<file path="config.mk">
export PLATFORM = sky130hd
export DESIGN_NAME = sspq_out_buf
export DESIGN_NICKNAME = d
export VERILOG_FILES = /design/src/rtl/sspq_pkg.sv /design/src/rtl/sspq_out_buf.sv
export SDC_FILE = /design/constraint.sdc
export NUM_CORES = 1
export LEC_CHECK = 0
export BUFFER_PORTS_ARGS = -buffer_cell sky130_fd_sc_hd__clkbuf_2
export CORE_ASPECT_RATIO = 1.25
export CORE_MARGIN = 8
export CORE_UTILIZATION = 40
export CTS_CLUSTER_SIZE = 10
export DETAILED_ROUTE_END_ITERATION = 7
export PLACE_DENSITY = 0.67
export SETUP_SLACK_MARGIN = 0.15
export SLEW_MARGIN = 25
export SYNTH_ARGS = -nofsm -noshare
export SYNTH_HDL_FRONTEND = slang
export SYNTH_SLANG_ARGS = --single-unit
export TNS_END_PERCENT = 10
</file>
<file path="constraint.sdc">
create_clock -name clk -period 3.54 [get_ports clk]
set_input_delay 0.708 -clock clk [delete_from_list [all_inputs] [get_ports clk]]
set_output_delay 0.708 -clock clk [all_outputs]
set_load 0.02 [all_outputs]
</file>
<file path="src/rtl/sspq_pkg.sv">
// Shared types and constants for the stable sorted priority queue.
package sspq_pkg;

	localparam int WEIGHT_BITS  = 32;
	localparam int HANDLE_BITS  = 9;
	localparam int COUNT_BITS   = 9;
	localparam int DEF_CAPACITY = 256;

	typedef enum logic {
		CMD_INSERT = 1'b0,
		CMD_POP    = 1'b1
	} cmd_t;

	typedef enum logic [1:0] {
		STATUS_OK    = 2'd0,
		STATUS_EMPTY = 2'd1,
		STATUS_FULL  = 2'd2
	} status_t;

	typedef struct packed {
		cmd_t                   cmd;
		logic [WEIGHT_BITS-1:0] item_weight;
		logic [HANDLE_BITS-1:0] node_handle;
	} req_t;

	typedef struct packed {
		logic [WEIGHT_BITS-1:0] popped_weight;
		logic [HANDLE_BITS-1:0] popped_handle;
		logic [COUNT_BITS-1:0]  entry_count;
		status_t                status;
	} rsp_t;

	typedef struct packed {
		logic [WEIGHT_BITS-1:0] weight;
		logic [HANDLE_BITS-1:0] handle;
	} slot_t;

	typedef struct packed {
		logic  ins;
		logic  pop;
		slot_t entry;
	} cell_op_t;

endpackage

</file>
<file path="src/rtl/sspq_out_buf.sv">
// Two-entry response buffer between the queue and its consumer.
module sspq_out_buf (
	input  logic           clk,
	input  logic           arst_n,
	input  logic           push,
	input  sspq_pkg::rsp_t push_data,
	output logic           can_push,
	output logic           rsp_valid,
	input  logic           rsp_ready,
	output sspq_pkg::rsp_t rsp
);
	import sspq_pkg::*;

	rsp_t       buf_q [2];
	logic       wr_ptr_q;
	logic       rd_ptr_q;
	logic [1:0] fill_q;
	logic       pop;

	assign can_push  = (fill_q != 2'd2);
	assign rsp_valid = (fill_q != 2'd0);
	assign rsp       = buf_q[rd_ptr_q];
	assign pop       = rsp_valid && rsp_ready;

	always_ff @(posedge clk) begin
		if (push) begin
			buf_q[wr_ptr_q] <= push_data;
		end
	end

	always_ff @(posedge clk or negedge arst_n) begin
		if (!arst_n) begin
			wr_ptr_q <= 1'b0;
			rd_ptr_q <= 1'b0;
			fill_q   <= 2'd0;
		end else begin
			if (push) begin
				wr_ptr_q <= ~wr_ptr_q;
			end
			if (pop) begin
				rd_ptr_q <= ~rd_ptr_q;
			end
			fill_q <= fill_q + {1'b0, push} - {1'b0, pop};
		end
	end

endmodule

</file>
### Word level (Yosys, flattened, before mapping)

Memory sizes are Yosys's and may differ from the RTL's.
Cells that the tools add are included.

| word-level totals | value |
|---|---|
| bits in registers | 4 |
| memory bits (writable) | 104 |
| output and inout bits | 54 |
| logic and storage cells | 13 |
| memories | 1 |

| cells by class | value |
|---|---|
| $add $sub $neg | 2 |
| equality and inequality tests | 1 |
| multiplexer cells | 2 |
| bitwise gates (word level) | 2 |
| reductions and logical operators | 2 |

Memory list:

| memory | depth | bits a word | rd ports | clocked after memory_dff | wr ports | RTL line | text |
|---|---|---|---|---|---|---|---|
| buf_q | 2 | 52 | 1 | 0 | 1 | sspq_out_buf.sv:14 | `rsp_t buf_q [2];` |

Operators with widths:

| cell | number |
|---|---|
| $add 2x1->2 | 1 |
| $mux 1 | 2 |
| $ne 2x2->1 const B | 1 |
| $not 1->1 | 2 |
| $reduce_bool 2->1 | 1 |
| $sub 2x1->2 | 1 |
| $logic_and 1x1->1 | 1 |

### Logic depth before layout (Yosys ltp)

| logic depth | value |
|---|---|
| word-level depth | 3 |
| gate-level depth with buffers | 6 |

### Least setup slack after synthesis

OpenSTA, ideal clock, no wires.

| path | value |
|---|---|
| kind | input port to flip-flop |
| from | input port push |
| to | memory buf_q[0][0] (netlist bit), enable pin |
| setup time | 0.468 ns |
| arrival | 3.010 ns |
| setup slack | 0.062 ns |
| stages | 1 |
| path buffers | 0 |
| path through | nor2b_1 |

| between the ends | value |
|---|---|
| word-level cells in the longest chain between the ends | 2 |

RTL lines:

| element | RTL line | text |
|---|---|---|
| from (decl) | sspq_out_buf.sv:5 | `input logic push,` |
| $mux 1 | sspq_out_buf.sv:26 | `if (push) begin` |
| $mux 1 (implied by the code) | sspq_out_buf.sv:27 | `buf_q[wr_ptr_q] <= push_data;` |
| to (decl) | sspq_out_buf.sv:14 |  |

Every way passes these cells.

==> metrics.txt <==
status completed; worst IR drop on VDD roughly 540 uV; routed len/inst 16.3 um; CTS H-tree lvls 3; Final Cell Area 5150 um^2; element type at the critical path start flop; Starting Density 40.4%; Fmax roughly 0.36 GHz; vias in the first global route between 2k and 2.5k; GRT Total Usage approximately 10%; WP data arrival approximately 2 ns; core area ~10,000 um^2; post_cts resized 0; total power between 4000 and 5000 uW; Clk pin slew, worst setup/hold paths around 0.060 ns; post-layout minimum cycle time ~2.8 ns; P per Cell Area approximately 830 nW/um^2; post-synth top area share around 74%; Post-Syn Instances about 180; sequential area share after synthesis 76.7%; Die Height 131 um; die area approximately 14,000 um^2; Worst setup EP type output pin; Reg2Reg Depth 2; Tcrit/Tclk final between 70% and 80%; CTS Buf Count 9; CTS tree built; Sink Count about 110; first-pass GRT wire length between 10,000 and 15,000 um; Cell variety after synth 15; 1st-iter DRT viols between 40 and 50; Cell Area, Synth about 4200 um^2; Hold-fix buffers, CTS 0; RePlAce Congestion roughly 0.70; pre-CTS WS about 1.1 ns; Tightest Hold Check Type in2async; RSZ-0062 raised after global routing no; GRT Residual Overflow 0; Mapped Nets roughly 240; fin util between 40% and 50%; drt drc 0; Die W between 100 and 150 um; area grow syn2layout 22.6%; dpl hpwl around 5000 um; DR vias around 2k; nets@finish roughly 360; setup_tns 0 ns; Post-Place Cell Area roughly 5000 um^2; diode count 0; number of synthesis warnings 0; final setup fails 0; critical path peak fanout 40; row cnt 42; share of layout cells above drive strength 1 60.1%; r2r startpoint wr_ptr_q; Slew HR 50.5%; worst-skew pair later-pin latency approximately 0.33 ns; first-pass iteration count of the detailed router 4; port bufs 109; synthesized area per cell between 20 and 25 um^2; most frequent cells in the layout clkbuf_2 (109), edfxtp_1 (104), mux2_4 (49); maxcap violations 0; antenna violations before repair 0; Worst Setup Path Type reg2out; drt total wl slightly above 7000 um; Leak roughly 0.0021 uW; most common cell after layout, fill and taps aside clkbuf_2; Critical Path RT approximately 2.8 ns; largest net degree at the start of global routing just over 40; CTS max path bufs 2; actual slew at the worst max-slew pin approximately 0.74 ns; largest cells by area after synthesis edfxtp_1 (74%), mux2_4 (18%), buf_12 (2.4%), dfrtp_1 (2.4%), mux2_2 (0.80%); crit path launch rd_ptr_q; PnR worst setup slack 0.776 ns; Post-CTS Setup Bufs 0; max-slew violations 0; endpoints failing hold 0; synthesized flop and latch total between 100 and 150; clock skew between 0.004 and 0.005 ns; Via density between 4 and 5; Yosys top cell by area edfxtp_1; I/O pin total 110; CTS Root Cell clkbuf_16; Final ANT Viol Nets 0
## cell families (layout without fill, tap and decap cells)
| kind of cell | Yosys count | after routing | synth area share [%] |
|---|---|---|---|
| DFF | 108 | 108 | 76.7 |
| muxes | 52 | 52 | 18.3 |
| buffers and inverters | 8 | 132 | 2.83 |
| xor gates and xnor gates | 4 | 4 | 0.834 |
| and+or+nand+nor | 4 | 4 | 0.536 |
| adders and majority gates | 2 | 2 | 0.595 |
| AOI/OAI and AO/OA | 1 | 1 | 0.179 |
## final cells by class
class | instances | area, um^2
Inverter | 2 | 7.51
Fill cell | 890 | 5260
Clock buffer | 12 | 236
Tap cell | 132 | 165
Clock inverter | 4 | 50.0
Timing Repair Buffer | 114 | 596
Sequential cell | 108 | 3230
Multi-Input combinational cell | 63 | 868
## layer usage
metal  vias up  share of wire (%)  track usage [%]
met5         -                  0                0
met4         0                2.1             6.38
met3         8                7.0             3.68
met2        63                 52             17.7
met1       951                 38             10.4
li1        936                  -                -
## power by group
part / total (uW) / internal (uW) / switching (uW) / leakage (uW)
clock: 948 / 548 / 400 / 0.000134
combinational: 1420 / 682 / 735 / 0.000951
sequential: 1890 / 1700 / 191 / 0.00102
total: 4260 / 2930 / 1330 / 0.00211
## state kept, by name, indices dropped and copies added, names as in the netlist
register  count
buf_q       104
fill_q        2
rd_ptr_q      1
wr_ptr_q      1
## path summary, 6_finish.rpt
path	end	slack, ns
max in group asynchronous	rd_ptr_q	3.22
hold reg to reg	wr_ptr_q	0.54
setup reg to reg	buf_q[1][46]	1.74
setup / recovery	rsp[36]	0.78
hold / removal	wr_ptr_q	0.17
min in group clk	wr_ptr_q	0.54
## cell usage after synthesis
| cell | n |
|---|---|
| buf_6 | 1 |
| nor2b_1 | 1 |
| dfrtp_1 | 4 |
| and2_1 | 1 |
| edfxtp_1 | 104 |
| inv_1 | 2 |
| buf_12 | 5 |
| nand2_1 | 1 |
| o21a_1 | 1 |
| or2_2 | 1 |
| xor2_1 | 2 |
| mux2_2 | 3 |
| ha_1 | 2 |
| xnor2_1 | 2 |
| mux2_4 | 49 |
## through the flow
step	hold WS [ns]	std cells
after floorplan	0.412	179
after global placement	0.519	419
after detailed placement	0.527	419
after CTS	0.164	435
after global routing	0.163	435
final	0.171	435
## worst max-delay path, cell delays in order, from the launching register on
cell and delay, ns:
dfrtp_4 0.92, buf_4 0.32, mux2_4 0.31, clkbuf_2 0.15
No activity file was read; power rests on OpenSTA's default activity.
