`src/rtl/sspq_pkg.sv`:
```
// Shared types and constants for the stable sorted priority queue.
package sspq_pkg;

	localparam int WEIGHT_BITS  = 32;
	localparam int HANDLE_BITS  = 9;
	localparam int COUNT_BITS   = 9;
	localparam int DEF_CAPACITY = 256;

	typedef enum logic {
		CMD_INSERT = 1'b0,
		CMD_POP    = 1'b1
	} cmd_t;

	typedef enum logic [1:0] {
		STATUS_OK    = 2'd0,
		STATUS_EMPTY = 2'd1,
		STATUS_FULL  = 2'd2
	} status_t;

	typedef struct packed {
		cmd_t                   cmd;
		logic [WEIGHT_BITS-1:0] item_weight;
		logic [HANDLE_BITS-1:0] node_handle;
	} req_t;

	typedef struct packed {
		logic [WEIGHT_BITS-1:0] popped_weight;
		logic [HANDLE_BITS-1:0] popped_handle;
		logic [COUNT_BITS-1:0]  entry_count;
		status_t                status;
	} rsp_t;

	typedef struct packed {
		logic [WEIGHT_BITS-1:0] weight;
		logic [HANDLE_BITS-1:0] handle;
	} slot_t;

	typedef struct packed {
		logic  ins;
		logic  pop;
		slot_t entry;
	} cell_op_t;

endpackage

```
`src/rtl/sspq_cell.sv`:
```
// One slot of the sorted queue, shifting toward its neighbors on insert and pop.
module sspq_cell (
	input  logic              clk,
	input  sspq_pkg::cell_op_t op,
	input  logic              occ,
	input  logic              left_le,
	input  sspq_pkg::slot_t   left_slot,
	input  sspq_pkg::slot_t   right_slot,
	output logic              le,
	output sspq_pkg::slot_t   slot
);
	import sspq_pkg::*;

	slot_t slot_q;
	slot_t slot_d;

	assign le   = occ && (slot_q.weight <= op.entry.weight);
	assign slot = slot_q;

	always_comb begin
		slot_d = slot_q;
		if (op.ins) begin
			if (!le) begin
				slot_d = left_le ? op.entry : left_slot;
			end
		end else if (op.pop) begin
			slot_d = right_slot;
		end
	end

	always_ff @(posedge clk) begin
		slot_q <= slot_d;
	end

endmodule

```
`config.mk`:
```
export PLATFORM = sky130hd
export DESIGN_NAME = sspq_cell
export DESIGN_NICKNAME = d
export VERILOG_FILES = /design/src/rtl/sspq_pkg.sv /design/src/rtl/sspq_cell.sv
export SDC_FILE = /design/constraint.sdc
export NUM_CORES = 1
export LEC_CHECK = 0
export BUFFER_PORTS_ARGS = -buffer_cell sky130_fd_sc_hd__buf_2
export CORE_MARGIN = 3
export CORE_UTILIZATION = 40
export CTS_BUF_LIST = sky130_fd_sc_hd__clkbuf_16
export DETAILED_ROUTE_END_ITERATION = 16
export PLACE_DENSITY = 0.77
export SETUP_SLACK_MARGIN = 0.4
export SLEW_MARGIN = 10
export SYNTH_ARGS = -nofsm -noshare
export SYNTH_HDL_FRONTEND = slang
export SYNTH_SLANG_ARGS = --single-unit
```
`constraint.sdc`:
```
create_clock -name clk -period 3.51 [get_ports clk]
set_clock_uncertainty 0.1 [all_clocks]
set_input_delay 0.5265 -clock clk [delete_from_list [all_inputs] [get_ports clk]]
set_output_delay 0.5265 -clock clk [all_outputs]
set_load 0.05 [all_outputs]
```
# == Yosys cells after proc, flatten, opt, wreduce, memory -nomap -nowiden ==
# Index checks and enable logic that the tools add are counted.
# totals
output_inout_bits,42
in_bits,128
memories,0
latchBits,0
romBits,0
ff_bits,41
ram_bits,0
# classes
n_mux,4
mul,0
n_eq_ne,1
shifts,0
order_cmp,1
div_mod_pow,0
reduce_logical,3
add_sub_neg,0
n_bitwise,0
# ops
operator,n
2-to-1 mux 41 bit,4
<= comparator 32 bit,1
"inequality test 2 bit, second input constant",1
AND reduction 2 bit,1
nonzero test 2 bit,1
logical AND 1 bit,1

# == Logic depth before layout (Yosys ltp) ==
# Gate-level depths: netlist of run 1.
# logic_depth
ltp_word,4
depth_mapped,7
ltp_nobuf,7

# == Worst setup path before layout of run 1 ==
# Ideal clock, no wire load.
# synth_timing
path_kind,reg-to-reg
from,"reg slot_q, in the netlist slot[22]"
to,"reg slot_q, in the netlist slot[0], enable pin"
n_path_buf,0
required_time_ns,3.005
path_stages_with_launch,7
arrival_time_ns,3.070
setup_ns,0.405
path_slack_ns,-0.065
cell_sequence,edfxtp_1 -> ha_1 -> nand4_2 -> or4_4 -> a21o_1 -> a31oi_2 -> o31a_1
# synth_via
elab_chain_cells,4
# synth_lines
element,line,source
start: declaration,sspq_cell.sv:14,slot_t slot_q;
start signal: assignment,sspq_cell.sv:32,slot_q <= slot_d;
<= comparator 32 bit,sspq_cell.sv:17,assign le = occ && (slot_q.weight <= op.entry.weight);
logical AND 1 bit,sspq_cell.sv:17,
inequality test 2 bit (no source line),--,
AND reduction 2 bit (no source line),--,
# No other way between the ends.
# A chain may end at the register's enable or synchronous reset.

# == Worst setup path after layout of run 1 ==
# layout_timing
from,"reg slot_q, in the netlist slot[22]"
to,out le
# layout_via
elab_chain_cells,2
# layout_lines
element,line,source
<= comparator 32 bit,sspq_cell.sv:17,
logical AND 1 bit,sspq_cell.sv:17,
end: declaration,sspq_cell.sv:9,"output logic le,"
# No other way between the ends.

==> impl_results.md, run 1 <==
- Top cell type's share of synthesized area: a little over two fifths
- Clock power frac: a little over a quarter
- Yosys warns: 0
- N_diodes: 0
- Tcrit/Tclk final: 85.97%
- Nets: 624
- Detailed Route WL: about 7.6 mm
- Worst-Margin Slew: about 760 ps
- CTS tree: done
- Arr. time, crit path: around 2400 ps
- CP endpoint kind: output pin
- Cts hold-fix bufs: 0
- Count of final hold-check violations: 0
- Initial drt markers: 87
- Lkg Pwr: between 0.002 and 0.0025 uW
- Max Buffers Root-to-Sink: 2
- Sequential power share: around two fifths
- CTS buffer count: 5
- Final HPWL DP: approximately 6.1 mm
- CTS clock-pin slew for the worst setup and hold paths: about 60 ps
- Cell area power density: between 400 and 500 mW/mm2
- Worst path cell trace: ha_1 -> nand4_2 -> or4_4 -> a21o_1 -> a31oi_2 -> o21ai_1 -> clkbuf_4
- Largest net degree at the start of global routing: between 80 and 90
- GPL Wtd Cong: between 0.7 and 0.8
- CTS H-tree depth: 2
- # DRC: 0
- Final antenna-violating net count: 0
- Crit path kind: reg2out
- TritonRoute pass-1 iters: 4
- Post-synthesis cell count: 299
- Ys async rst share: 0%
- CP Data Required Time: approximately 2900 ps
- Crit-path max cell delay: ~560 ps
- GR Overflow Total: 0
- Sw Pwr: 559.1 uW
- Logic pwr share: roughly a third
- RSZ-0062 raised after global routing: no
- Final setup vio count: 0
- TNS Setup: 0 ps
- Tot Pwr: 1607 uW
- Starting density of the core: a little over two fifths
- Mapped cell area: ~0.0029 mm2
- Via density: 4.902
- Critical Path Slowest Stage Cell: or4_4
- Share of layout cells above drive strength 1: a little under 40%
- Area delta synth->final: 37.44%
- Most used DFF post-synth: edfxtp_1
- DP Area: 0.003852 mm2
- Initial antenna violation count: 0
- Sequential cell area fraction in the yosys report: around 42%
- Seq cells post-synth: slightly above 40
- Yosys cell types: 27
- Post-CTS setup buffers: 0
- DP Cell Count: approximately 550
- Fmax: around 330 MHz
- Count leader, synth: a21oi_1
- Row count: 30
- Die Y: between 90 and 100 um
- Worst-skew pair later-pin latency: approximately 270 ps
- Fin crit period: between 3000 and 4000 ps
- IR drop worst, VDD: about 0.30 mV
- Core area: about 0.007 mm2
- Max-slew violations: 0
- GRT Resource Usage Total: about 18%
- Detailed-route via count: roughly 2800
- Final instance area: ~0.004 mm2
- Net Sw Frac: between 30% and 40%
- Port Buffers: between 150 and 200
- Vias in the first global route: about 2700
- Post-synth top area cell: edfxtp_1
- First-pass GRT wire length: 12.18 mm
- Internal power consumption: about 1000 uW
- Mean Syn Cell Area: around 10 um2
- Max-Cap Viols: 0
- Width of the die: slightly above 90 um
- Commonest cells post-synth: 53 x a21oi_1, 44 x nor2_1, 41 x edfxtp_1, 41 x mux2i_1, 33 x inv_1
- Startpoint Class: register
- Slew HR: approximately half
- Clk sink count: slightly above 40
- Die area: about 0.0083 mm2
- Post-synth EDFFs: 41
- Area contributors post-synth: edfxtp_1 42%, mux2i_1 14%, ha_1 14%
- Boundary Pins: 170
- Crit-path max FO: 3
- CTS Root Cell: clkbuf_16
- WL per Instance: around 14 um
- Syn nets: between 400 and 500
- Largest register FFs: slightly above 40
- Outcome: finished, final reports clean
- Non-Filler Instances: 561
- Crit path buf inv count: 1
- Cell family with most CP delay: simple AND/OR/NAND/NOR gates
- Worst Hold Class: in2reg
[final cells by class]
| cell class | count | area (um2) |
|---|---|---|
| multi-input cells | 211 | 1501 |
| repair buffers | 172 | 883.3 |
| well taps | 96 | 120.1 |
| flip-flops and latches | 41 | 1231 |
| inverters | 33 | 123.9 |
| clock buffers | 5 | 125.1 |
| fillers | 669 | 2910 |
| clock inverters | 3 | 11.26 |
[per-stage QoR]
stage          utilization, %  hold WS (ps)  worst slack, ps
3_5_place_dp            55.78         753.4            509.4
6_report                57.86         469.8            492.6
2_1_floorplan               -         652.1            398.1
4_1_cts                 57.75         464.7            447.4
5_1_grt                 57.86         469.0            409.7
3_3_place_gp            55.78         749.2            571.1
[cell usage in the layout, fill, tap and decap left out, drive strengths merged]
| cell | synthesis | final |
|---|---|---|
| buf | 5 | 171 |
| a21oi | 53 | 53 |
| o21ai | 6 | 6 |
| a41oi | 1 | 1 |
| edfxtp | 41 | 41 |
| nand3 | 3 | 3 |
| nand3b | 1 | 1 |
| nor2b | 1 | 1 |
| o31a | 1 | 1 |
| o211ai | 1 | 1 |
| a21o | 1 | 1 |
| nor2 | 44 | 44 |
| or4 | 2 | 2 |
| ha | 32 | 32 |
| nand4 | 8 | 8 |
| mux2i | 41 | 41 |
| nand2 | 9 | 9 |
| clkbuf | 9 | 6 |
| a221oi | 2 | 2 |
| inv | 33 | 36 |
| nand2b | 2 | 2 |
| nor3 | 1 | 1 |
| a31oi | 2 | 2 |
[what timing repair did]
item	in CTS	in global routing
hold endpoints to repair	0	0
endpoints found under the setup margin	0	1
resized for setup	0	2
[power by group through the flow]
stage | registers (uW) | logic, uW | clock network (uW)
finish | 632 | 553 | 422
global route | 638 | 605 | 458
global placement | 639 | 543 | 0
CTS | 632 | 557 | 436
floorplan | 819 | 194 | 0
detailed placement | 642 | 555 | 0
[routing by layer]
layer  vias up  track usage (%)  wire length [um]
met3         4            4.971               565
met1      1232            20.82              3148
met4         0            4.146                51
met2       106            32.74              3819
li1       1408                -                 -
met5         -                0                 0
[final timing paths]
| kind | startpoint | endpoint | slack (ps) | depth (start not counted) |
|---|---|---|---|---|
| worst max-delay path | slot[22]$_DFFE_PP_ | le | 490 | 7 |
| worst min-delay path | right_slot[4] | slot[4]$_DFFE_PP_ | 470 | 3 |
| worst max register to register | slot[22]$_DFFE_PP_ | slot[21]$_DFFE_PP_ | 850 | 7 |
| worst min register to register | slot[40]$_DFFE_PP_ | slot[30]$_DFFE_PP_ | 1140 | 5 |
[kinds of logic after synthesis]
family	synth area share, %
multiplexers	14.11
adder cells (fa/ha/maj)	13.77
buffers and inverters	6.239
AND/OR/NAND/NOR	11.02
AO/OA/AOI/OAI	12.52
flip-flops	42.34
[worst register-to-register path: stages (launching register included)]
cell	delay, ps
edfxtp_1	410
ha_1	340
nand4_2	130
or4_4	560
a21o_1	180
a31oi_2	180
o31a_2	190
buf_12	230
Note: power is estimated with default switching activity, not from simulation.
==> run 2: changes to the inputs <==
--- a/config.mk
+++ b/config.mk
@@ -5,12 +5,13 @@
 export SDC_FILE = /design/constraint.sdc
 export NUM_CORES = 1
 export LEC_CHECK = 0
+export ABC_CLOCK_PERIOD_IN_PS = 3510
 export BUFFER_PORTS_ARGS = -buffer_cell sky130_fd_sc_hd__buf_2
 export CORE_MARGIN = 3
 export CORE_UTILIZATION = 40
 export CTS_BUF_LIST = sky130_fd_sc_hd__clkbuf_16
 export DETAILED_ROUTE_END_ITERATION = 16
-export PLACE_DENSITY = 0.77
+export PLACE_DENSITY = 0.79
 export SETUP_SLACK_MARGIN = 0.4
 export SLEW_MARGIN = 10
 export SYNTH_ARGS = -nofsm -noshare
==> impl_results.md, run 2 (synthesis gave the netlist of run 1 again) <==
- Outcome: finished, final reports clean
- Starting density of the core: a little over two fifths
- CTS buffer count: 5
- Nets: approximately 630
- Via density: 4.913
- # fillers: 651
- Die area: 0.008328 mm2
- Max-slew violations: 0
- Crit-path max cell delay: roughly 570 ps
- Sw Pwr: 565.9 uW
- CTS clock-pin slew for the worst setup and hold paths: 60 ps
- Final WS setup: between 400 and 500 ps
- First-pass GRT wire length: around 12 mm
- Internal power consumption: 1056 uW
- Max Buffers Root-to-Sink: 2
- R2R cell count: 7
- Width of the die: slightly above 90 um
- Net Sw Frac: a little over a third
- GR Overflow Total: 0
- Most frequent cells in the layout: 168 x buf_2, 53 x a21oi_1, 44 x nor2_1
- Crit-path max FO: 3
- Fin crit period: 3012 ps
- Largest register FFs: between 40 and 50
- Hold Path Cell Cnt: 3
- CTS tree: done
- Fmax: ~330 MHz
- Largest net degree at the start of global routing: slightly above 80
- Most common cell after layout, fill and taps aside: buf_2
- Slew HR: between 40% and 50%
- TNS Setup: 0 ps
- Worst-Margin Slew: ~780 ps
- CTS H-tree depth: 2
- Share of layout cells above drive strength 1: 40.34%
- Detailed-route via count: between 2000 and 3000
- Worst Hold Class: in2reg
- Initial antenna violation count: 0
- Row count: 30
- Worst slack, placed: between 400 and 500 ps
- GRT Resource Usage Total: ~18%
- Cts hold-fix bufs: 0
- Port Buffers: between 150 and 200
- Vias in the first global route: 2675
- Detailed Route WL: about 7.7 mm
- CTS Root Cell: clkbuf_16
- Worst-skew pair later-pin latency: around 280 ps
- Critical Path Slowest Stage Cell: or4_4
- Boundary Pins: 170
- Final antenna-violating net count: 0
- Final HPWL DP: roughly 6.1 mm
- IR drop worst, VDD: roughly 0.24 mV
- TritonRoute pass-1 iters: 4
- Lkg Pwr: slightly above 0.002 uW
- Arr. time, crit path: 2390 ps
- Initial drt markers: between 50 and 60
- N_diodes: 0
- Final setup vio count: 0
- # DRC: 0
- Count of final hold-check violations: 0
- Logic pwr share: about a third
- Core area: 0.006907 mm2
- Cell area power density: ~400 mW/mm2
- Tcrit/Tclk final: between 80% and 90%
- CP endpoint kind: output pin
- Sequential power share: between 30% and 40%
- Clk sink count: about 40
- Crit path kind: reg2out
- CP Data Required Time: ~2900 ps
- Max-Cap Viols: 0
- Die Y: just over 90 um
- Clock power frac: about a quarter
- WL per Instance: 13.65 um
- Finished Core Util: 58.55%
- GPL Wtd Cong: a little under 0.8
- Startpoint Class: register
- Worst path cell trace: ha_4 -> nand4_2 -> or4_4 -> a21o_1 -> a31oi_2 -> o21ai_1 -> buf_4
- RSZ-0062 raised after global routing: no
- Area delta synth->final: 39.07%
-- run 2: cell types whose count changed in the layout (fill, tap and decap cells not counted) --
cell      previous run  this run
clkbuf_4             1         0
ha_1                32        29
inv_1               36        34
buf_4                2         4
ha_4                 0         3
clkinv_2             0         2
-- run 2: area by class of cell --
class | instances | area, um2 | share of cell area [%]
Clock buffer | 5 | 125.1 | 3.094
Clock inverter | 3 | 13.76 | 0.3403
Inverter | 33 | 123.9 | 3.063
Multi-Input combinational cell | 211 | 1539 | 38.06
Sequential cell | 41 | 1231 | 30.45
Tap cell | 96 | 120.1 | 2.970
Timing Repair Buffer | 173 | 890.9 | 22.03
-- run 2: per-layer routing --
metal	GRT usage, %	routed length (um)	up-vias	share of wire, %
met5	0	0	-	0
met4	3.392	44	0	0.57
met3	5.054	553	4	7.2
met2	32.99	3991	102	52
met1	20.75	3079	1245	40
li1	-	-	1410	-
-- run 2: final timing paths --
path | start | to | slack (ps)
worst max-delay path | slot[22]$_DFFE_PP_ | le | 500
worst min register to register | slot[40]$_DFFE_PP_ | slot[29]$_DFFE_PP_ | 1130
worst max register to register | slot[22]$_DFFE_PP_ | slot[8]$_DFFE_PP_ | 850
worst min-delay path | right_slot[34] | slot[34]$_DFFE_PP_ | 470
-- run 2: critical path: cells and delay by family (launching register included) --
family	cells	cell delay, ps
flip-flops	1	440
adder cells (fa/ha/maj)	1	310
AND/OR/NAND/NOR	2	690
AO/OA/AOI/OAI	3	480
buffers and inverters	1	200
-- run 2: through the flow --
step | hold WS (ps) | cells | area (um2) | total power, uW
3_5_place_dp | 751.2 | 553 | 3852 | 1196
4_1_cts | 464.0 | 561 | 3991 | 1631
5_1_grt | 478.4 | 562 | 4044 | 1718
6_report | 466.1 | 562 | 4044 | 1622
3_3_place_gp | 746.2 | 553 | 3852 | 1182
2_1_floorplan | 652.1 | 299 | 2909 | 1013
-- run 2: power groups by stage --
| stage | combinational, uW | clock (uW) | sequential [uW] |
|---|---|---|---|
| 3_5_place_dp | 554 | 0 | 642 |
| 6_report | 560 | 429 | 633 |
| 2_1_floorplan | 194 | 0 | 819 |
| 3_3_place_gp | 543 | 0 | 639 |
| 4_1_cts | 556 | 443 | 632 |
| 5_1_grt | 613 | 466 | 639 |
-- run 2: what timing repair did --
action                     CTS  global route
setup endpoints to repair    0             1
gates resized for setup      0             6
buffers inserted             0             1
